--- src/gbp_pkg.sv ---
// Shared constants, codes and types for the gshare predictor with BTB.
// Used by gbp_ctrl, gbp_datapath and the top level.
`timescale 1ns / 1ps

package gbp_pkg;

   localparam int BTB_ENTRIES  = 1024;
   localparam int PHT_ENTRIES  = 256;
   localparam int HISTORY_BITS = 8;
   localparam int BTB_IDX_W    = $clog2(BTB_ENTRIES);
   localparam int PHT_IDX_W    = $clog2(PHT_ENTRIES);
   localparam int PC_W         = 64;
   localparam int CTR_W        = 2;

   localparam logic [CTR_W-1:0] CTR_MIN   = 2'd0;
   localparam logic [CTR_W-1:0] CTR_MAX   = 2'd3;
   localparam logic [CTR_W-1:0] CTR_TAKEN = 2'd2;
   localparam logic [PC_W-1:0]  PC_STEP   = 64'd4;

   localparam logic MODE_PREDICT = 1'b0;
   localparam logic MODE_UPDATE  = 1'b1;

   typedef enum logic [2:0] {
      ST_CLEAR  = 3'b001,
      ST_IDLE   = 3'b010,
      ST_LOOKUP = 3'b100
   } state_type;

   // controller -> datapath
   typedef struct packed {
      logic                 load;
      logic                 commit;
      logic                 clear;
      logic [BTB_IDX_W-1:0] clear_idx;
   } cmd_type;

   // datapath -> controller
   typedef struct packed {
      logic is_update;
      logic out_ready;
   } sts_type;

   typedef struct packed {
      logic            valid;
      logic            cond;
      logic [PC_W-1:0] tag;
      logic [PC_W-1:0] dest;
   } btb_entry_type;

endpackage

--- src/gbp_ctrl.sv ---
// Sequencer for the predictor: reset clear pass, word accept, lookup/commit.
// Depends on gbp_pkg.
`timescale 1ns / 1ps

module gbp_ctrl
   import gbp_pkg::*;
(
   input  logic    clock,
   input  logic    reset,
   input  logic    req_valid,
   output logic    req_stall,
   input  sts_type sts,
   output cmd_type cmd
);

   state_type            state_ff, state_in;
   logic [BTB_IDX_W-1:0] clear_cnt_ff, clear_cnt_in;
   logic                 clear_last;

   assign clear_last = (clear_cnt_ff == BTB_IDX_W'(BTB_ENTRIES - 1));
   assign req_stall  = (state_ff != ST_IDLE);

   always_comb begin
      state_in      = state_ff;
      clear_cnt_in  = clear_cnt_ff;
      cmd.load      = 1'b0;
      cmd.commit    = 1'b0;
      cmd.clear     = 1'b0;
      cmd.clear_idx = clear_cnt_ff;
      case (state_ff)
         ST_CLEAR: begin
            cmd.clear    = 1'b1;
            clear_cnt_in = clear_cnt_ff + BTB_IDX_W'(1);
            if (clear_last) begin
               state_in = ST_IDLE;
            end
         end
         ST_IDLE: begin
            if (req_valid) begin
               cmd.load = 1'b1;
               state_in = ST_LOOKUP;
            end
         end
         ST_LOOKUP: begin
            // a prediction waits here until the output register frees up
            if (sts.is_update || sts.out_ready) begin
               cmd.commit = 1'b1;
               state_in   = ST_IDLE;
            end
         end
         default: begin
            state_in = ST_CLEAR;
         end
      endcase
   end

   always_ff @(posedge clock) begin
      if (reset) begin
         state_ff     <= ST_CLEAR;
         clear_cnt_ff <= '0;
      end else begin
         state_ff     <= state_in;
         clear_cnt_ff <= clear_cnt_in;
      end
   end

   a_reset_starts_clear: assert property (@(posedge clock)
      $fell(reset) |-> (state_ff == ST_CLEAR && clear_cnt_ff == '0))
      else $error("clear pass not started after reset");

   a_pred_waits: assert property (@(posedge clock) disable iff (reset)
      (state_ff == ST_LOOKUP && !sts.is_update && !sts.out_ready)
      |=> (state_ff == ST_LOOKUP))
      else $error("prediction left lookup while output register busy");

endmodule

--- config.mk ---
export PLATFORM = sky130hd
export DESIGN_NAME = gbp_ctrl
export DESIGN_NICKNAME = d
export VERILOG_FILES = /design/src/gbp_pkg.sv /design/src/gbp_ctrl.sv
export SDC_FILE = /design/constraint.sdc
export NUM_CORES = 1
export LEC_CHECK = 0
export BUFFER_PORTS_ARGS = -buffer_cell sky130_fd_sc_hd__buf_2
export CAP_MARGIN = 25
export CORE_MARGIN = 2
export CORE_UTILIZATION = 30
export CTS_CLUSTER_SIZE = 25
export DETAILED_ROUTE_END_ITERATION = 6
export PLACE_DENSITY = 0.5
export SETUP_SLACK_MARGIN = 0.3
export SYNTH_ARGS = -nofsm -noshare
export SYNTH_HDL_FRONTEND = slang
export SYNTH_SLANG_ARGS = --single-unit
--- constraint.sdc ---
create_clock -name clock -period 1.8 [get_ports clock]
set_clock_uncertainty 0.15 [all_clocks]
set_input_delay 0.18 -clock clock [delete_from_list [all_inputs] [get_ports clock]]
set_output_delay 0.18 -clock clock [all_outputs]
set_load 0.05 [all_outputs]
==> flow_summary.ini, run 1 <==
[power]
peakVddDrop_mv = 0.649
p_leak_nw = 0.403
power.density_nw_per_um2 = 734
fin_total_pwr_w = 0.000759

[cells_and_area]
area_growth_pct = 58.8
antenna_cells = 0
nets = 116
final_area_um2 = 1030
drive_gt1_frac = 0.578

[critical_path]
cp_max_fo = 14
worstSetupEndpointType = output port
crit_start = state_ff[0]
crit_arrival_ns = 1.40
rrSetupSlack_ns = 0.12
cp_slowest_cell = or3b_1
critPathKind = flip-flop to output port
cp_cell_sequence = or3b_1 -> buf_6 -> clkinvlp_4 -> buf_8
crit_required_ns = 1.47
start_kind = flip-flop
rr_worst_depth = 4
slowest_delay_ns = 0.36
endpoint = cmd[10]
rr_endpoint = clear_cnt_ff[3]
reg2reg_from = state_ff[0]

[logic_synthesis]
yosysWarnings = 0
ys_types = 30
ys_ff_latch = 13
syn_inst = 77
synth_area_um2 = 651
synthesis.nets = 83
ys_seq_area_frac = 0.400
syn_area_per_cell_um2 = 8.45

[sta]
period_share = 0.959
tightest_slew_ns = 0.327
max_slew_margin = 0.782
finalHoldViolCount = 0
rsz0062_at_grt = true
fmaxAchievable_mhz = 579
min_period_ns = 1.73
setup_viol = 0
drv_slew = 0
tns_ns = 0

[route]
wl_per_cell_um = 13.2
num_vias = 692
ant_nets = 0
dr.first_iter.drc_count = 7
drt-total-wl_um = 1800
firstDrtPassIters = 4
drc = 0
avgViaCountPerCell = 5.09

[floorplan]
core_area_um2 = 2000
dieArea_um2 = 2560
fp.dieH_um = 50.6
start_util = 0.325
die_w_um = 50.6
ioPinCount = 19
rows = 16

[global_route]
grt_pass1_vias = 608
grt_util_all_layers = 0.148
grt_max_degree = 16
grt_pass1_wl_um = 2850
grt_overflow = 0
antenna_found_initial = 0

[clock_tree]
cts_buffers = 3
postCtsHoldBufs = 0
worstSkewPairLatency_ns = 0.27
clock_sinks = 13
htreeDepth = 1
clk_pin_slew_worst_paths_ns = 0.08
clockRootBuffer = clkbuf_4
cts.path.max_buffers = 2
cts_tree = yes

[placed_design]
numPortBuffers = 18
gp_congestion = 0.720
hpwl_um = 1070
placed_area_um2 = 843

[job]
drv_cap = 0

[status]
outcome = finished, final reports clean

[worst_hold_path]
hp-class = primary input to flip-flop
state kept, by name, summed over array words and instances (netlist names):
| name | flops |
|---|---|
| clear_cnt_ff | 10 |
| state_ff | 3 |
stage by stage:
stage | utilization | worst slack, ns | hold WS (ns) | cells
final | 0.516 | 0.0741 | 0.121 | 136
after global routing | 0.516 | 0.0128 | 0.119 | 136
after CTS | 0.489 | 0.0756 | 0.0934 | 132
after detailed placement | 0.421 | 0.126 | 0.335 | 123
after global placement | 0.421 | 0.138 | 0.336 | 123
after floorplan | - | 0.0426 | 0.252 | 77
final cells by class:
type | instances | area (µm²)
multi-input cells | 57 | 428
clock buffers | 4 | 26.3
inverters | 3 | 15.0
well taps | 27 | 33.8
repair buffers | 32 | 250
fillers | 205 | 968
flip-flops and latches | 13 | 280
placed cells by master, fill, tap and decap left out, types with 3 or more instances in the layout:
master,count
buf_4,8
nor2_1,3
dfxtp_2,10
a21oi_2,4
o31ai_1,3
buf_6,8
nand2_1,5
a21oi_1,5
buf_2,14
or4_1,3
o21ai_0,4
clkbuf_4,3
logic make-up after synthesis:
family | share of synthesized area
AO/OA/AOI/OAI | 0.179
flip-flops | 0.400
buffers and inverters | 0.0500
XOR/XNOR | 0.0269
AND/OR/NAND/NOR | 0.290
multiplexers | 0.0346
adder cells (fa/ha/maj) | 0.0192
how the worst min path moves through the flow:
stage                      end  cells after the start  slack, ns             from
6_report       clear_cnt_ff[8]                      2       0.12            reset
4_1_cts            state_ff[2]                      4       0.09           sts[1]
5_1_grt        clear_cnt_ff[3]                      2       0.12            reset
3_3_place_gp   clear_cnt_ff[1]                      2       0.34  clear_cnt_ff[1]
3_5_place_dp   clear_cnt_ff[1]                      2       0.34  clear_cnt_ff[1]
2_1_floorplan  clear_cnt_ff[7]                      2       0.25            reset
power by group:
group          switching [W]  internal (W)
registers          0.0000204      0.000315
clock network      0.0000941     0.0000859
logic               0.000150     0.0000942
metal layers:
layer / GRT usage / vias to the layer above / share of wire
met5: 0 / - / 0
met4: 0.0270 / 0 / 0.024
met3: 0.0655 / 6 / 0.052
met2: 0.226 / 20 / 0.48
met1: 0.195 / 320 / 0.45
li1: - / 346 / -
synth_stat cells:
| cell type | number | share of area |
|---|---|---|
| or4_1 | 3 | 0.035 |
| o31ai_1 | 3 | 0.035 |
| o21a_1 | 1 | 0.012 |
| or3b_1 | 1 | 0.013 |
| nand4_1 | 2 | 0.019 |
| nor3_1 | 3 | 0.023 |
| or3b_2 | 2 | 0.027 |
| or2b_1 | 1 | 0.012 |
| xor2_1 | 1 | 0.013 |
| ha_1 | 1 | 0.019 |
| o32ai_1 | 1 | 0.013 |
| or3_2 | 1 | 0.012 |
| nor2b_1 | 2 | 0.019 |
| buf_2 | 2 | 0.015 |
| nor4_1 | 2 | 0.019 |
| or3_1 | 2 | 0.019 |
| nand2_1 | 5 | 0.029 |
| inv_1 | 3 | 0.017 |
| dfxtp_1 | 13 | 0.40 |
| o211ai_1 | 1 | 0.012 |
| mux2_2 | 2 | 0.035 |
| nand3_1 | 2 | 0.015 |
| o21ai_0 | 5 | 0.038 |
| and3b_1 | 1 | 0.013 |
| nor2_1 | 4 | 0.023 |
| xnor2_1 | 1 | 0.013 |
| nand3b_1 | 1 | 0.012 |
| a21oi_1 | 9 | 0.069 |
| clkbuf_1 | 1 | 0.0058 |
| buf_4 | 1 | 0.012 |
what timing repair did:
action                                  4_1_cts  5_1_grt
gates resized for setup                      20        9
setup buffers                                 5        4
endpoints found under the setup margin       13       16
pin swaps                                     3        3
critical path, delay by kind of cell, from the launching register on:
kind,cells,cell delay (ns)
flip-flops,1,0.35
buffers and inverters,3,0.40
AND/OR/NAND/NOR,1,0.36
Note: power is estimated with default switching activity, not from simulation.
==> run 2: changes to the inputs <==
- PLACE_DENSITY: 0.5 -> 0.48
- clock period: 1.8 -> 1.7 ns (I/O delays scaled with it)
==> flow_summary.ini, run 2 (same netlist as run 1, synthesis figures left out) <==
[status]
outcome = finished, final reports clean

[route]
avgViaCountPerCell = 5.20
drt-total-wl_um = 1850
firstDrtPassIters = 2
dr.first_iter.drc_count = 4
wl_per_cell_um = 13.3
ant_nets = 0
drc = 0
num_vias = 723

[floorplan]
core_area_um2 = 2000
start_util = 0.325
ioPinCount = 19
rows = 16
fp.dieH_um = 50.6
dieArea_um2 = 2560
die_w_um = 50.6

[critical_path]
cp_cell_sequence = buf_6 -> or3b_4 -> nor2_4 -> buf_8
crit_buf_inv = 2
crit_required_ns = 1.38
critPathKind = flip-flop to output port
cp_max_fo = 6
worstSetupEndpointType = output port
crit_arrival_ns = 1.38
cp_slowest_cell = or3b_4
start_kind = flip-flop
reg2reg_from = state_ff[1]
slowest_delay_ns = 0.39
crit_start = state_ff[2]
cp_top_family = simple AND/OR/NAND/NOR gates

[worst_hold_path]
min_from = reset
hp-class = primary input to flip-flop

[placed_design]
dpl.cell_count = 124
dpl_worst_slack_ns = -0.0432
hpwl_um = 1130
gp_congestion = 0.747
numPortBuffers = 18

[power]
fin_total_pwr_w = 0.000879
peakVddDrop_mv = 0.573
p_seq_frac = 0.418
power.density_nw_per_um2 = 742
switching_share = 0.356
power.internal_w = 0.000566
p_leak_nw = 0.442
p_comb_frac = 0.362
clockPowerShare = 0.220
p_sw_w = 0.000313

[sta]
rsz0062_at_grt = true
setup_viol = 0
period_share = 0.999
tightest_slew_ns = 0.345
fmaxAchievable_mhz = 589
finalHoldViolCount = 0
fin_ws_ns = 0.00151
min_period_ns = 1.70
max_slew_margin = 0.770
drv_slew = 0

[global_route]
grt_overflow = 0
grt_util_all_layers = 0.159
grt_max_degree = 16
grt_pass1_vias = 680
antenna_found_initial = 0
grt_pass1_wl_um = 3130

[job]
drv_cap = 0

[cells_and_area]
reg.largest.list = clear_cnt_ff: 10 flops, state_ff: 3 flops
final_cell_mix = buf_2, buf_6, dfxtp_2, buf_4
area_growth_pct = 82.1
drive_gt1_frac = 0.705
largest_register_ffs = 10
final_common_cell = buf_2
antenna_cells = 0
instances_no_fill = 139
nets = 119
top_register = clear_cnt_ff

[clock_tree]
worstSkewPairLatency_ns = 0.28
postCtsHoldBufs = 0
cts_buffers = 3
clk_pin_slew_worst_paths_ns = 0.07
htreeDepth = 1
cts.path.max_buffers = 2
clock_sinks = 13
cts_tree = yes
clockRootBuffer = clkbuf_4
-- run 2: routing by layer --
| layer | routed length (µm) | up-vias | share of wire | track usage |
|---|---|---|---|---|
| li1 | - | 359 | - | - |
| met1 | 788 | 343 | 0.43 | 0.185 |
| met2 | 953 | 19 | 0.51 | 0.274 |
| met3 | 97 | 2 | 0.052 | 0.0506 |
| met4 | 14 | 0 | 0.0076 | 0.0541 |
| met5 | 0 | - | 0 | 0 |
-- run 2: power by group through the flow --
stage	registers, W	logic [W]	clock network, W
after floorplan	0.000418	0.000111	0
after global placement	0.000359	0.000209	0
after detailed placement	0.000360	0.000209	0
after CTS	0.000359	0.000267	0.000201
after global routing	0.000372	0.000337	0.000218
final	0.000367	0.000318	0.000194
-- run 2: worst paths after layout --
path,cells past startpoint,to,slack [ns]
worst max-delay path,4,cmd[12],0.002
worst max register to register,5,clear_cnt_ff[2],0.01
worst min-delay path,2,clear_cnt_ff[0],0.11
worst min register to register,2,clear_cnt_ff[8],0.36
-- run 2: metrics by stage --
| step | hold WS, ns | TNS (ns) | area, µm² | util |
|---|---|---|---|---|
| 2_1_floorplan | 0.242 | -0.107 | 719 | - |
| 3_3_place_gp | 0.344 | -0.110 | 851 | 0.425 |
| 3_5_place_dp | 0.341 | -0.143 | 851 | 0.425 |
| 4_1_cts | 0.0839 | -0.0180 | 1050 | 0.525 |
| 5_1_grt | 0.128 | -0.238 | 1180 | 0.592 |
| 6_report | 0.110 | 0 | 1180 | 0.592 |
-- run 2: area by class of cell --
| class | count | area [µm²] |
|---|---|---|
| Sequential cell | 13 | 280 |
| Inverter | 3 | 15.0 |
| Fill cell | 178 | 817 |
| Multi-Input combinational cell | 57 | 542 |
| Timing Repair Buffer | 35 | 288 |
| Clock buffer | 4 | 26.3 |
| Tap cell | 27 | 33.8 |
-- run 2: what timing repair did --
| item | in CTS | in global routing |
|---|---|---|
| resized for setup | 35 | 21 |
| buffers inserted | 6 | 5 |
| setup endpoints to repair | 16 | 16 |
| pin swaps | 9 | 11 |
==> run 3: changes to the inputs <==
- MAX_ROUTING_LAYER: not set -> met4
- RECOVER_POWER: not set -> 50
==> flow_summary.ini, run 3 (same netlist as run 1, synthesis figures left out) <==
[route]
firstDrtPassIters = 2
ant_nets = 0
drc = 0
wl_per_cell_um = 13.3
drt-total-wl_um = 1850
avgViaCountPerCell = 5.21
num_vias = 724
dr.first_iter.drc_count = 4

[critical_path]
cp_max_fo = 6
slowest_delay_ns = 0.39
crit_required_ns = 1.38
crit_arrival_ns = 1.38
critPathKind = flip-flop to output port
cp_slowest_cell = or3b_4
cp_top_family = simple AND/OR/NAND/NOR gates
start_kind = flip-flop
crit_buf_inv = 2
cp_cell_sequence = buf_6 -> or3b_4 -> nor2_4 -> buf_8
worstSetupEndpointType = output port

[sta]
min_period_ns = 1.70
fmaxAchievable_mhz = 588
tightest_slew_ns = 0.606
finalHoldViolCount = 0
drv_slew = 0
setup_viol = 0
max_slew_margin = 0.598
period_share = 1.00
fin_ws_ns = 0.000496
rsz0062_at_grt = true

[floorplan]
ioPinCount = 19
start_util = 0.325
fp.dieH_um = 50.6
core_area_um2 = 2000
die_w_um = 50.6
dieArea_um2 = 2560
rows = 16

[clock_tree]
clock_sinks = 13
clockRootBuffer = clkbuf_4
cts_buffers = 3
worstSkewPairLatency_ns = 0.28
clk_pin_slew_worst_paths_ns = 0.07
postCtsHoldBufs = 0
cts_tree = yes
htreeDepth = 1
cts.path.max_buffers = 2

[cells_and_area]
seqCellArea_um2 = 280
largest_register_ffs = 10
reg.largest.list = clear_cnt_ff: 10 flops, state_ff: 3 flops
top_register = clear_cnt_ff
final_common_cell = buf_6
nFillCells = 181
final_cell_mix = buf_6, dfxtp_2, clkbuf_1, buf_4
area_growth_pct = 80.4
nets = 119
drive_gt1_frac = 0.625
multi_input_comb_area_um2 = 542
final_area_um2 = 1170
antenna_cells = 0

[global_route]
grtUsageMet3 = 0.0506
grt_max_degree = 16
grt_overflow = 0
use_met2 = 0.274
grt_pass1_vias = 680
grt-busiest-layer = met2
grt_util_met1 = 0.183
grt_pass1_wl_um = 3120
antenna_found_initial = 0
grt_util_all_layers = 0.163

[power]
p_leak_nw = 0.404
fin_total_pwr_w = 0.000874
peakVddDrop_mv = 0.572
power.density_nw_per_um2 = 745

[job]
drv_cap = 0

[placed_design]
hpwl_um = 1130
numPortBuffers = 18
dpl_worst_slack_ns = -0.0432
placed_area_um2 = 851
gp_congestion = 0.757

[worst_hold_path]
hp-class = primary input to flip-flop

[status]
outcome = finished, final reports clean
==> run 3: cell count changes in the layout (fill, tap and decap cells not counted) <==
cell	before	now
clkbuf_1	1	10
buf_2	14	5
==> run 3: final timing paths <==
path	from	to	slack, ns	cells past startpoint
hold / removal	reset	clear_cnt_ff[0]	0.11	2
hold reg to reg	clear_cnt_ff[8]	clear_cnt_ff[8]	0.36	2
setup / recovery	state_ff[2]	cmd[12]	0.0005	4
setup reg to reg	state_ff[1]	clear_cnt_ff[2]	0.01	5
==> run 3: per-layer routing <==
layer,wire (µm),vias up
li1,-,357
met1,773,344
met2,955,19
met3,96,4
met4,23,0
met5,0,-
==> run 3: what timing repair did <==
item                                    in CTS  in global routing
resized for setup                           35                 21
pin swaps                                    9                 11
endpoints found under the hold margin        0                  0
buffers inserted                             6                  5
endpoints found under the setup margin      16                 16
==> run 3: final cells by class <==
type	instances	area share
sequential	13	0.239
inverter	3	0.0128
tap	27	0.0288
clock buffer	4	0.0224
multi-input combinational	57	0.462
timing repair buffer	35	0.236
==> run 3: power by group <==
part | internal [W] | total (W) | switching [W]
sequential | 0.000334 | 0.000367 | 0.0000336
clock | 0.0000912 | 0.000193 | 0.000102
combinational | 0.000137 | 0.000314 | 0.000177
total | 0.000562 | 0.000874 | 0.000312
==> run 3: metrics by stage <==
step	hold slack (ns)	std cells	utilization	TNS, ns
floorplan	0.242	77	-	-0.107
global placement	0.344	124	0.425	-0.110
detailed placement	0.341	124	0.425	-0.143
CTS	0.0839	134	0.525	-0.0180
global route	0.128	139	0.586	-0.238
finish	0.107	139	0.586	0
